<file path="config.mk">
export PLATFORM = sky130hd
export DESIGN_NAME = unicycle_pose_integrator_core_flat
export DESIGN_NICKNAME = d
export VERILOG_FILES = /design/src/rtl/upi_pkg.sv /design/src/rtl/upi_cmd_if.sv /design/src/rtl/upi_rsp_if.sv /design/src/rtl/unicycle_pose_integrator_core.sv /design/src/rtl/upi_cordic.sv /design/src/rtl/upi_mul.sv /design/src/flat_wrapper.sv
export VERILOG_INCLUDE_DIRS = /design/src /design/src/rtl
export SDC_FILE = /design/constraint.sdc
export NUM_CORES = 2
export LEC_CHECK = 0
export BUFFER_PORTS_ARGS = -buffer_cell sky130_fd_sc_hd__buf_2
export CAP_MARGIN = 20
export CORE_MARGIN = 10
export CORE_UTILIZATION = 55
export DETAILED_ROUTE_END_ITERATION = 8
export PLACE_DENSITY_LB_ADDON = 0.05
export SLEW_MARGIN = 0
export SYNTH_ARGS = -nofsm -noshare
export SYNTH_HDL_FRONTEND = slang
export SYNTH_HIERARCHICAL = 1
export SYNTH_SLANG_ARGS = --single-unit
</file>
<file path="constraint.sdc">
create_clock -name clk -period 13.6 [get_ports clk]
set_clock_uncertainty 0.15 [all_clocks]
set_input_delay 2.04 -clock clk [delete_from_list [all_inputs] [get_ports clk]]
set_output_delay 2.04 -clock clk [all_outputs]
set_load 0.02 [all_outputs]
</file>
<file path="src/rtl/assert_macros.svh">
// Assertion macros shared by the RTL of the pose integrator.
// Depends on nothing; included by files that carry concurrent assertions.
`ifndef ASSERT_MACROS_SVH
`define ASSERT_MACROS_SVH
`ifndef SYNTHESIS
`define UPI_ASSERT(lbl, clk, rst_n, prop, msg) \
	lbl: assert property (@(posedge clk) disable iff (!rst_n) prop) else $error(msg);
`define UPI_NEVER(lbl, clk, rst_n, expr, msg) \
	lbl: assert property (@(posedge clk) disable iff (!rst_n) !(expr)) else $error(msg);
`else
`define UPI_ASSERT(lbl, clk, rst_n, prop, msg)
`define UPI_NEVER(lbl, clk, rst_n, expr, msg)
`endif
`endif

</file>
<file path="src/rtl/upi_pkg.sv">
// Types, widths, constants and the arctangent table of the pose integrator.
// Depends on nothing; imported by the interfaces and modules of the RTL.
package upi_pkg;

	// Payload types.
	typedef logic signed [15:0] speed_t;
	typedef logic signed [20:0] rate_t;
	typedef logic signed [31:0] pos_t;
	typedef logic signed [15:0] head_t;
	typedef logic [15:0]        dt_t;

	// Configuration port.
	localparam int CFG_IDX_W  = 3;
	localparam int CFG_DATA_W = 32;
	localparam logic [CFG_IDX_W-1:0] REG_TIME_STEP     = 3'd0;
	localparam logic [CFG_IDX_W-1:0] REG_START_X       = 3'd1;
	localparam logic [CFG_IDX_W-1:0] REG_START_Y       = 3'd2;
	localparam logic [CFG_IDX_W-1:0] REG_START_HEADING = 3'd3;
	localparam dt_t TIME_STEP_RESET = 16'd655;

	// Rotation engine.
	localparam int CORDIC_STEPS = 16;
	localparam int ANGLE_BITS   = 16;
	localparam int CNT_W        = $clog2(CORDIC_STEPS);
	localparam int Z_W          = ANGLE_BITS + 2;
	localparam int XY_W         = 34;
	localparam int ATAN_DROP    = 32 - ANGLE_BITS;
	localparam int HEAD_SHL     = (ANGLE_BITS >= 16) ? ANGLE_BITS - 16 : 0;
	localparam int HEAD_SHR     = (ANGLE_BITS >= 16) ? 0 : 16 - ANGLE_BITS;
	localparam logic signed [XY_W-1:0] CORDIC_GAIN = XY_W'(652032874);
	localparam logic signed [Z_W-1:0]  QUARTER_TURN = Z_W'(1 << (ANGLE_BITS - 2));
	localparam logic signed [Z_W-1:0]  HALF_TURN    = Z_W'(1 << (ANGLE_BITS - 1));

	// Shared multiplier and accumulator.
	localparam int MA_W  = 17;
	localparam int MB_W  = XY_W;
	localparam int MP_W  = MA_W + MB_W;
	localparam int ACC_W = 68;
	localparam int SUM_W = 34;

	// atan(2^-i) with 2^32 units per turn.
	localparam logic [31:0] ATAN_TAB32 [24] = '{
		32'h20000000, 32'h12E4051E, 32'h09FB385B, 32'h051111D4, 32'h028B0D43,
		32'h0145D7E1, 32'h00A2F61E, 32'h00517C55, 32'h0028BE53, 32'h00145F2F,
		32'h000A2F98, 32'h000517CC, 32'h00028BE6, 32'h000145F3, 32'h0000A2FA,
		32'h0000517D, 32'h000028BE, 32'h0000145F, 32'h00000A30, 32'h00000518,
		32'h0000028C, 32'h00000146, 32'h000000A3, 32'h00000051
	};

	// Arctangent entry rounded half up to the angle resolution.
	function automatic logic signed [Z_W-1:0] atan_at(input logic [4:0] idx);
		logic [32:0] t;
		t = '0;
		if (idx < 5'd24) begin
			t = {1'b0, ATAN_TAB32[idx]} + (33'd1 << (ATAN_DROP - 1));
		end
		return Z_W'(t >> ATAN_DROP);
	endfunction

	// Rotation engine result, held stable until the next start.
	typedef struct packed {
		logic                   done;
		logic signed [XY_W-1:0] cos_v;
		logic signed [XY_W-1:0] sin_v;
	} cord_rsp_t;

endpackage

</file>
<file path="src/rtl/upi_cmd_if.sv">
// Command channel of the pose integrator: one tick or one reload per beat.
// Depends on upi_pkg.
interface upi_cmd_if;
	import upi_pkg::*;

	logic   valid;
	logic   ready;
	logic   action;
	speed_t linear_speed;
	rate_t  turn_rate;

	modport source (output valid, action, linear_speed, turn_rate, input ready);
	modport sink (input valid, action, linear_speed, turn_rate, output ready);
endinterface

</file>
<file path="src/rtl/upi_rsp_if.sv">
// Result channel of the pose integrator: absolute pose and odometry per beat.
// Depends on upi_pkg.
interface upi_rsp_if;
	import upi_pkg::*;

	logic  valid;
	logic  ready;
	pos_t  abs_x;
	pos_t  abs_y;
	head_t abs_heading;
	pos_t  odom_x;
	pos_t  odom_y;
	head_t odom_heading;
	logic  saturated;

	modport source (output valid, abs_x, abs_y, abs_heading, odom_x, odom_y,
		odom_heading, saturated, input ready);
	modport sink (input valid, abs_x, abs_y, abs_heading, odom_x, odom_y,
		odom_heading, saturated, output ready);
endinterface

</file>
<file path="src/rtl/unicycle_pose_integrator_core.sv">
// Integrate tick: from the accepting edge to the result beat come 16 CORDIC
// micro-rotations, a wait to see the engine finish, 8 multiplier steps, one load.
// A new command is taken once the result is registered; a reload skips
// the rotation and multiplier steps. The result register lets the next
// command in while a result still waits. Reset (arst_n low, asynchronous)
// zeroes the pose and start registers and sets the time step to 655.
`include "assert_macros.svh"

module unicycle_pose_integrator_core (
	input  logic                             clk,
	input  logic                             arst_n,
	upi_cmd_if.sink                          cmd,
	upi_rsp_if.source                        rsp,
	input  logic                             wr_en,
	input  logic [upi_pkg::CFG_IDX_W-1:0]    wr_index,
	input  logic [upi_pkg::CFG_DATA_W-1:0]   wr_data
);
	import upi_pkg::*;

	localparam logic [3:0] S_IDLE = 4'd0;
	localparam logic [3:0] S_CORD = 4'd1;
	localparam logic [3:0] S_K0   = 4'd2;
	localparam logic [3:0] S_K1   = 4'd3;
	localparam logic [3:0] S_K2   = 4'd4;
	localparam logic [3:0] S_K3   = 4'd5;
	localparam logic [3:0] S_K4   = 4'd6;
	localparam logic [3:0] S_K5   = 4'd7;
	localparam logic [3:0] S_K6   = 4'd8;
	localparam logic [3:0] S_K7   = 4'd9;
	localparam logic [3:0] S_ODOM = 4'd10;

	localparam logic signed [SUM_W-1:0] POS_MAX = SUM_W'(64'sd2147483647);
	localparam logic signed [SUM_W-1:0] POS_MIN = SUM_W'(-64'sd2147483648);

	function automatic logic [32:0] sat_pos(input logic signed [SUM_W-1:0] v);
		logic [32:0] r;
		r = {1'b0, v[31:0]};
		if (v > POS_MAX) begin
			r = {1'b1, 32'h7FFF_FFFF};
		end else if (v < POS_MIN) begin
			r = {1'b1, 32'h8000_0000};
		end
		return r;
	endfunction

	logic [3:0]              state_q;
	dt_t                     time_step_q;
	pos_t                    start_x_q;
	pos_t                    start_y_q;
	head_t                   start_head_q;
	pos_t                    pose_x_q;
	pos_t                    pose_y_q;
	head_t                   pose_head_q;
	speed_t                  speed_q;
	rate_t                   rate_q;
	logic                    reload_q;
	logic                    clip_q;
	logic signed [32:0]      vdt_q;
	head_t                   head_next_q;
	logic signed [ACC_W-1:0] acc_q;
	logic                    rsp_valid_q;
	pos_t                    out_abs_x_q;
	pos_t                    out_abs_y_q;
	head_t                   out_abs_head_q;
	pos_t                    out_odom_x_q;
	pos_t                    out_odom_y_q;
	head_t                   out_odom_head_q;
	logic                    out_sat_q;

	logic                    cmd_fire;
	logic                    cord_start;
	cord_rsp_t               cord_rsp;
	logic signed [MA_W-1:0]  mul_a;
	logic signed [MB_W-1:0]  mul_b;
	logic signed [MP_W-1:0]  prod;
	logic signed [MA_W-1:0]  vdt_hi;
	logic signed [MA_W-1:0]  vdt_lo;
	logic signed [SUM_W-1:0] pos_sum;
	logic [32:0]             pos_sat;
	logic signed [SUM_W-1:0] odx_dif;
	logic signed [SUM_W-1:0] ody_dif;
	logic [32:0]             odx_sat;
	logic [32:0]             ody_sat;
	logic                    out_load;

	assign cmd.ready  = (state_q == S_IDLE);
	assign cmd_fire   = cmd.valid && cmd.ready;
	assign cord_start = cmd_fire && !cmd.action;

	upi_cordic u_cordic (
		.clk     (clk),
		.arst_n  (arst_n),
		.start   (cord_start),
		.heading (pose_head_q),
		.rsp     (cord_rsp)
	);

	// v*dt is split at bit 16 so that each partial product fits the multiplier.
	assign vdt_hi = vdt_q[32:16];
	assign vdt_lo = signed'({1'b0, vdt_q[15:0]});

	always_comb begin
		case (state_q)
			S_K1: begin
				mul_a = signed'({1'b0, time_step_q});
				mul_b = MB_W'(rate_q);
			end
			S_K2: begin
				mul_a = vdt_hi;
				mul_b = cord_rsp.cos_v;
			end
			S_K3: begin
				mul_a = vdt_lo;
				mul_b = cord_rsp.cos_v;
			end
			S_K4: begin
				mul_a = vdt_hi;
				mul_b = cord_rsp.sin_v;
			end
			S_K5: begin
				mul_a = vdt_lo;
				mul_b = cord_rsp.sin_v;
			end
			default: begin
				mul_a = signed'({1'b0, time_step_q});
				mul_b = MB_W'(speed_q);
			end
		endcase
	end

	upi_mul u_mul (
		.clk    (clk),
		.a      (mul_a),
		.b      (mul_b),
		.prod_q (prod)
	);

	// Rounding half up by 2^38 becomes a carry-in of bit 37 on the pose add.
	always_comb begin
		pos_sum = (state_q == S_K5) ? SUM_W'(pose_x_q) : SUM_W'(pose_y_q);
		pos_sum = pos_sum + SUM_W'(signed'(acc_q[ACC_W-1:38])) +
			signed'({33'd0, acc_q[37]});
		pos_sat = sat_pos(pos_sum);
	end

	assign odx_dif  = SUM_W'(pose_x_q) - SUM_W'(start_x_q);
	assign ody_dif  = SUM_W'(pose_y_q) - SUM_W'(start_y_q);
	assign odx_sat  = sat_pos(odx_dif);
	assign ody_sat  = sat_pos(ody_dif);
	assign out_load = (state_q == S_ODOM) && (!rsp_valid_q || rsp.ready);

	always_ff @(posedge clk or negedge arst_n) begin
		if (!arst_n) begin
			state_q      <= S_IDLE;
			time_step_q  <= TIME_STEP_RESET;
			start_x_q    <= '0;
			start_y_q    <= '0;
			start_head_q <= '0;
			pose_x_q     <= '0;
			pose_y_q     <= '0;
			pose_head_q  <= '0;
			speed_q      <= '0;
			rate_q       <= '0;
			reload_q     <= 1'b0;
			clip_q       <= 1'b0;
			rsp_valid_q  <= 1'b0;
		end else begin
			if (wr_en) begin
				case (wr_index)
					REG_TIME_STEP:     time_step_q  <= wr_data[15:0];
					REG_START_X:       start_x_q    <= wr_data;
					REG_START_Y:       start_y_q    <= wr_data;
					REG_START_HEADING: start_head_q <= wr_data[15:0];
					default: ;
				endcase
			end
			if (rsp_valid_q && rsp.ready && !out_load) begin
				rsp_valid_q <= 1'b0;
			end
			case (state_q)
				S_IDLE: begin
					if (cmd_fire) begin
						clip_q   <= 1'b0;
						reload_q <= cmd.action;
						speed_q  <= cmd.linear_speed;
						rate_q   <= cmd.turn_rate;
						if (cmd.action) begin
							pose_x_q    <= start_x_q;
							pose_y_q    <= start_y_q;
							pose_head_q <= start_head_q;
							state_q     <= S_ODOM;
						end else begin
							state_q <= S_CORD;
						end
					end
				end
				S_CORD: begin
					if (cord_rsp.done) begin
						state_q <= S_K0;
					end
				end
				S_K0: state_q <= S_K1;
				S_K1: state_q <= S_K2;
				S_K2: state_q <= S_K3;
				S_K3: state_q <= S_K4;
				S_K4: state_q <= S_K5;
				S_K5: begin
					pose_x_q <= pos_sat[31:0];
					clip_q   <= clip_q | pos_sat[32];
					state_q  <= S_K6;
				end
				S_K6: state_q <= S_K7;
				S_K7: begin
					pose_y_q    <= pos_sat[31:0];
					pose_head_q <= head_next_q;
					clip_q      <= clip_q | pos_sat[32];
					state_q     <= S_ODOM;
				end
				S_ODOM: begin
					if (out_load) begin
						rsp_valid_q <= 1'b1;
						state_q     <= S_IDLE;
					end
				end
				default: state_q <= S_IDLE;
			endcase
		end
	end

	// Multiply-accumulate datapath; each product is registered and consumed in the next state.
	always_ff @(posedge clk) begin
		case (state_q)
			S_K1: vdt_q <= prod[32:0];
			S_K2: head_next_q <= pose_head_q + prod[31:16] + {15'd0, prod[15]};
			S_K3: acc_q <= ACC_W'(prod) <<< 16;
			S_K4: acc_q <= acc_q + ACC_W'(prod);
			S_K5: acc_q <= ACC_W'(prod) <<< 16;
			S_K6: acc_q <= acc_q + ACC_W'(prod);
			default: ;
		endcase
	end

	always_ff @(posedge clk) begin
		if (out_load) begin
			out_abs_x_q     <= pose_x_q;
			out_abs_y_q     <= pose_y_q;
			out_abs_head_q  <= pose_head_q;
			out_odom_x_q    <= odx_sat[31:0];
			out_odom_y_q    <= ody_sat[31:0];
			out_odom_head_q <= pose_head_q - start_head_q;
			out_sat_q       <= clip_q | odx_sat[32] | ody_sat[32];
		end
	end

	assign rsp.valid        = rsp_valid_q;
	assign rsp.abs_x        = out_abs_x_q;
	assign rsp.abs_y        = out_abs_y_q;
	assign rsp.abs_heading  = out_abs_head_q;
	assign rsp.odom_x       = out_odom_x_q;
	assign rsp.odom_y       = out_odom_y_q;
	assign rsp.odom_heading = out_odom_head_q;
	assign rsp.saturated    = out_sat_q;

	`UPI_ASSERT(a_busy_after_accept, clk, arst_n, cmd_fire |=> !cmd.ready, "ready after accept")
	`UPI_NEVER(a_done_in_wait, clk, arst_n, cord_rsp.done && (state_q != S_CORD), "stray done")
	`UPI_ASSERT(a_reload_pose, clk, arst_n, (state_q == S_ODOM && reload_q) |-> (pose_x_q == start_x_q && pose_y_q == start_y_q), "reload pose mismatch")

endmodule

</file>
<file path="src/rtl/upi_cordic.sv">
// Iterative rotation-mode CORDIC: one micro-rotation per cycle on one shared
// add/shift unit. Depends on upi_pkg.
module upi_cordic (
	input  logic              clk,
	input  logic              arst_n,
	input  logic              start,
	input  upi_pkg::head_t    heading,
	output upi_pkg::cord_rsp_t rsp
);
	import upi_pkg::*;

	logic                   busy_q;
	logic                   done_q;
	logic [CNT_W-1:0]       cnt_q;
	logic signed [XY_W-1:0] x_q;
	logic signed [XY_W-1:0] y_q;
	logic signed [Z_W-1:0]  z_q;
	logic                   neg_q;

	logic signed [41:0]     head_wide;
	logic signed [Z_W-1:0]  z_init;
	logic signed [Z_W-1:0]  z_fold;
	logic                   neg_fold;
	logic signed [XY_W-1:0] xs;
	logic signed [XY_W-1:0] ys;
	logic signed [Z_W-1:0]  ang;
	logic                   last_iter;

	// Bring the heading to the engine's angle resolution, then fold it into
	// the right half plane; the result is negated at the end instead.
	always_comb begin
		head_wide = 42'(heading);
		head_wide = (head_wide <<< HEAD_SHL) >>> HEAD_SHR;
		z_init    = Z_W'(head_wide);
		z_fold    = z_init;
		neg_fold  = 1'b0;
		if (z_init > QUARTER_TURN) begin
			z_fold   = z_init - HALF_TURN;
			neg_fold = 1'b1;
		end else if (z_init < -QUARTER_TURN) begin
			z_fold   = z_init + HALF_TURN;
			neg_fold = 1'b1;
		end
	end

	assign xs        = x_q >>> cnt_q;
	assign ys        = y_q >>> cnt_q;
	assign ang       = atan_at(5'(cnt_q));
	assign last_iter = (cnt_q == CNT_W'(CORDIC_STEPS - 1));

	always_ff @(posedge clk or negedge arst_n) begin
		if (!arst_n) begin
			busy_q <= 1'b0;
			done_q <= 1'b0;
			cnt_q  <= '0;
		end else begin
			done_q <= !start && busy_q && last_iter;
			if (start) begin
				busy_q <= 1'b1;
				cnt_q  <= '0;
			end else if (busy_q) begin
				cnt_q <= cnt_q + 1'b1;
				if (last_iter) begin
					busy_q <= 1'b0;
				end
			end
		end
	end

	always_ff @(posedge clk) begin
		if (start) begin
			x_q   <= CORDIC_GAIN;
			y_q   <= '0;
			z_q   <= z_fold;
			neg_q <= neg_fold;
		end else if (busy_q) begin
			if (!z_q[Z_W-1]) begin
				x_q <= x_q - ys;
				y_q <= y_q + xs;
				z_q <= z_q - ang;
			end else begin
				x_q <= x_q + ys;
				y_q <= y_q - xs;
				z_q <= z_q + ang;
			end
		end
	end

	assign rsp.done  = done_q;
	assign rsp.cos_v = neg_q ? -x_q : x_q;
	assign rsp.sin_v = neg_q ? -y_q : y_q;

endmodule

</file>
<file path="src/rtl/upi_mul.sv">
// Shared signed multiplier with a registered product.
// Depends on upi_pkg.
module upi_mul (
	input  logic                            clk,
	input  logic signed [upi_pkg::MA_W-1:0] a,
	input  logic signed [upi_pkg::MB_W-1:0] b,
	output logic signed [upi_pkg::MP_W-1:0] prod_q
);
	import upi_pkg::*;

	always_ff @(posedge clk) begin
		prod_q <= a * b;
	end

endmodule
</file>
<file path="src/flat_wrapper.sv">
// flat-port wrapper written by rule: the top's interface ports become plain ports
module unicycle_pose_integrator_core_flat import upi_pkg::*;
  (clk, arst_n, wr_en, wr_index, wr_data, cmd_valid, cmd_action, cmd_linear_speed, cmd_turn_rate, cmd_ready, rsp_valid, rsp_abs_x, rsp_abs_y, rsp_abs_heading, rsp_odom_x, rsp_odom_y, rsp_odom_heading, rsp_saturated, rsp_ready);
  upi_cmd_if cmd_i ();
  upi_rsp_if rsp_i ();
  input  logic clk;
  input  logic arst_n;
  input  logic wr_en;
  input  logic [upi_pkg::CFG_IDX_W-1:0] wr_index;
  input  logic [upi_pkg::CFG_DATA_W-1:0] wr_data;
  input wire logic [$bits(cmd_i.valid)-1:0] cmd_valid;
  input wire logic [$bits(cmd_i.action)-1:0] cmd_action;
  input wire logic [$bits(cmd_i.linear_speed)-1:0] cmd_linear_speed;
  input wire logic [$bits(cmd_i.turn_rate)-1:0] cmd_turn_rate;
  output wire logic [$bits(cmd_i.ready)-1:0] cmd_ready;
  output wire logic [$bits(rsp_i.valid)-1:0] rsp_valid;
  output wire logic [$bits(rsp_i.abs_x)-1:0] rsp_abs_x;
  output wire logic [$bits(rsp_i.abs_y)-1:0] rsp_abs_y;
  output wire logic [$bits(rsp_i.abs_heading)-1:0] rsp_abs_heading;
  output wire logic [$bits(rsp_i.odom_x)-1:0] rsp_odom_x;
  output wire logic [$bits(rsp_i.odom_y)-1:0] rsp_odom_y;
  output wire logic [$bits(rsp_i.odom_heading)-1:0] rsp_odom_heading;
  output wire logic [$bits(rsp_i.saturated)-1:0] rsp_saturated;
  input wire logic [$bits(rsp_i.ready)-1:0] rsp_ready;
  assign cmd_i.valid = cmd_valid;
  assign cmd_i.action = cmd_action;
  assign cmd_i.linear_speed = cmd_linear_speed;
  assign cmd_i.turn_rate = cmd_turn_rate;
  assign cmd_ready = cmd_i.ready;
  assign rsp_valid = rsp_i.valid;
  assign rsp_abs_x = rsp_i.abs_x;
  assign rsp_abs_y = rsp_i.abs_y;
  assign rsp_abs_heading = rsp_i.abs_heading;
  assign rsp_odom_x = rsp_i.odom_x;
  assign rsp_odom_y = rsp_i.odom_y;
  assign rsp_odom_heading = rsp_i.odom_heading;
  assign rsp_saturated = rsp_i.saturated;
  assign rsp_i.ready = rsp_ready;
  unicycle_pose_integrator_core u_core (.clk(clk), .arst_n(arst_n), .cmd(cmd_i), .rsp(rsp_i), .wr_en(wr_en), .wr_index(wr_index), .wr_data(wr_data));
endmodule
</file>
==> results by group <==
Floorplan
  – # rows: 126
  – Die Span Y: 365 um
  – I/O pin cnt: 241
  – Core area: 0.118 mm2
  – Horizontal extent of the die: 365 um
  – Area of the die: 0.134 mm2
  – Initial Util: 0.555

Timing
  – Final setup violation count: 0
  – Final Max Slew Viols: 0
  – Unrepaired setup endpoints after global routing: false
  – Hold violation count in the final report: 0
  – Clock period minus final worst setup slack: 10.36 ns
  – Max Freq: 96.5 MHz
  – Transition time at the pin with the least slew margin: 1.10 ns
  – Relative slew slack: 0.266
  – Post-route clock period utilization: 0.762
  – Post-Route Setup TNS: 0 ns

Detailed routing
  – Mean routed wirelength per cell: 23.8 um
  – Routed Antenna Nets: 0
  – First-pass iteration count of the detailed router: 6
  – Total number of vias: 54,000
  – Post-detailed-routing wire length: 210 mm
  – Iteration-0 DRC Markers: 5,038
  – Number of design rule violations left after detail routing: 0
  – Average vias per placed instance: 6.15

Critical path
  – Required time of the critical path: 13.95 ns
  – Type of the worst setup path: reg2reg
  – Worst Path Arrival: 10.71 ns
  – Crit-path slowest cell: o21ai_2
  – RR Endpoint: u_core/u_mul/prod_q[50]
  – Launching element type of the critical path: register
  – Critical path's most frequent cell: fa_1
  – Setup slack of the worst register-to-register path: 3.24 ns
  – Path depth of the worst reg2reg path: 29
  – Worst setup path startpoint: u_core/u_cordic/x_q[7]
  – Element type at the critical path end: register
  – Launching point of the worst reg2reg path: u_core/u_cordic/x_q[7]
  – Crit Path Max Fanout: 17
  – CP max stage delay: 0.88 ns

Synth
  – Post-synth top flop: edfxtp_1
  – Yosys warns: 6
  – Register bit count reported by yosys: 641
  – Avg Synthesized Cell Area: 9.14 um2
  – Synthesized area: 0.0656 mm2
  – Fraction of registers with async set/reset: 0.351
  – Post-synthesis cell type count: 106
  – Syn Inst Count: 7,177
  – Number of enable flip-flop cells after synthesis: 297
  – Nets in the synthesized netlist: 8,223
  – Share of the yosys chip area belonging to registers: 0.258

Min path
  – Hold Crit Endpoint: u_core/vdt_q[0]
  – Class of the tightest hold or removal check: reg2reg
  – Cell count of the worst hold path: 0
  – Worst min-delay path startpoint: u_core/u_mul/prod_q[0]

Placement
  – Port Buffers: 240
  – Placer Congestion: 0.965
  – Final HPWL DP: 161 mm

CTS
  – Post-CTS Repair Setup Buffers: 0
  – TritonCTS clock tree: done
  – Gates resized, CTS repair: 0
  – Clock latency at the later pin of the worst-skew pair: 0.67 ns
  – Number of H-tree levels: 3
  – CTS Root Buffer Type: clkbuf_16
  – Clock-pin slew on the worst setup and hold paths: 0.06 ns
  – # clock sinks: 641
  – Number of buffers inserted by hold repair at cts: 0
  – Worst-case clock buffer depth: 3
  – Number of buffers created by CTS: 75

Global routing
  – Via count of the first global-routing pass: 53,700
  – Initial antenna violation count: 1
  – Wire length of the first global-routing pass: 322 mm
  – Total congestion overflow after global routing: 0
  – GR Util All Layers: 0.310
  – Maximum number of pins on one net before global-route repair: 114

Final layout
  – Nets@finish: 8,235
  – Ratio of cells with drive above 1 in the final layout: 0.105
  – Most frequent cells in the layout: nand2_1 (916), inv_1 (720), fa_1 (562)
  – Most frequent standard cell in the layout excluding fill and tap cells: nand2_1
  – Footprint of the multi-input gates: 0.0447 mm2
  – Post-synthesis to final-layout area growth: 7.85%
  – Count of fill cells added during filler insertion: 10,500
  – Area occupied by registers: 0.0170 mm2

Run status
  – Result of the run: completed

Run
  – Max-cap violation count: 0
==> worst max-delay path: cells and delay by family, from the launching register on <==
family,cells,cell delay (ns)
adders and majority gates,7,3.39
buffers and inverters,5,0.26
AOI/OAI and AO/OA,7,2.31
and+or+nand+nor,7,3.23
muxes,1,0.15
xor gates and xnor gates,2,0.26
DFF,1,0.43
==> synthesized netlist by cell type, types with 43 or more instances <==
cell	instances	area [um2]
nand2_1	918	3450
inv_1	720	2700
fa_1	562	11300
a21oi_1	450	2250
o21ai_0	422	2110
ha_1	406	5080
nor2_1	361	1360
clkbuf_1	315	1180
edfxtp_1	297	8920
and2_1	278	1740
xnor2_1	277	2430
dfrtp_1	219	5480
a21o_1	152	1140
xor2_1	150	1310
mux2i_1	144	1440
dfxtp_1	119	2380
mux2_2	113	1270
a31oi_1	86	538
o22ai_1	86	538
mux4_2	73	1640
nand3_1	71	355
nand2b_1	68	425
nor3_1	64	320
nor2b_1	53	332
o21a_1	53	398
nand4_1	49	307
a211oi_1	43	323
==> per-stage QoR <==
stage	utilization	instances	hold WS [ns]	area, um2	setup slack [ns]
global route	0.599	8789	0.358	70800	2.78
finish	0.599	8790	0.335	70800	3.24
detailed placement	0.577	8648	0.326	68200	3.53
global placement	0.576	8647	0.312	68100	3.58
CTS	0.599	8788	0.341	70800	3.44
floorplan	-	7177	0.284	65600	2.89
==> flip-flops by register name, summed over array words and instances (netlist names), 18 cells and up <==
| name | flops |
|---|---|
| u_core/acc_q | 68 |
| u_core/pose_x_q | 32 |
| u_core/pose_y_q | 32 |
| u_core/rate_q | 21 |
| u_core/rsp.abs_x | 32 |
| u_core/rsp.abs_y | 32 |
| u_core/rsp.odom_x | 32 |
| u_core/rsp.odom_y | 32 |
| u_core/start_x_q | 32 |
| u_core/start_y_q | 32 |
| u_core/u_cordic/x_q | 34 |
| u_core/u_cordic/y_q | 34 |
| u_core/u_cordic/z_q | 18 |
| u_core/u_mul/prod_q | 51 |
| u_core/vdt_q | 33 |
==> logic make-up after synthesis <==
logic type	share of synthesized area
DFF	0.258
buffers and inverters	0.0655
xor gates and xnor gates	0.0570
adders and majority gates	0.251
muxes	0.0664
and+or+nand+nor	0.147
AOI/OAI and AO/OA	0.156
==> worst max path at each step <==
stage	end	slack (ns)	cells past startpoint
3_3_place_gp	u_core/u_mul/prod_q[50]	3.58	30
2_1_floorplan	u_core/rsp.abs_heading[0]	2.89	2
4_1_cts	u_core/u_mul/prod_q[50]	3.44	30
6_report	u_core/u_mul/prod_q[50]	3.24	29
5_1_grt	u_core/u_mul/prod_q[50]	2.78	29
3_5_place_dp	u_core/u_mul/prod_q[50]	3.53	30
==> layer usage <==
layer  GRT usage  vias to the layer above  wire [um]
li1            -                    24600          -
met1       0.406                    26700      85900
met2       0.505                     2331      96700
met3      0.0525                      411      16800
met4       0.130                        0      10200
met5     0.00109                        -          0
==> final cells by class <==
type                       count  share of cell area
multi-input combinational   5416               0.631
sequential                   641               0.240
inverter                     725              0.0384
clock buffer                 100              0.0300
tap                         1536              0.0272
timing repair buffer         330              0.0269
clock inverter                40             0.00686
antenna                        2           0.0000707
Power is not shown: default switching activity piles up to over one toggle a cycle in this logic, so the estimate is an artifact.
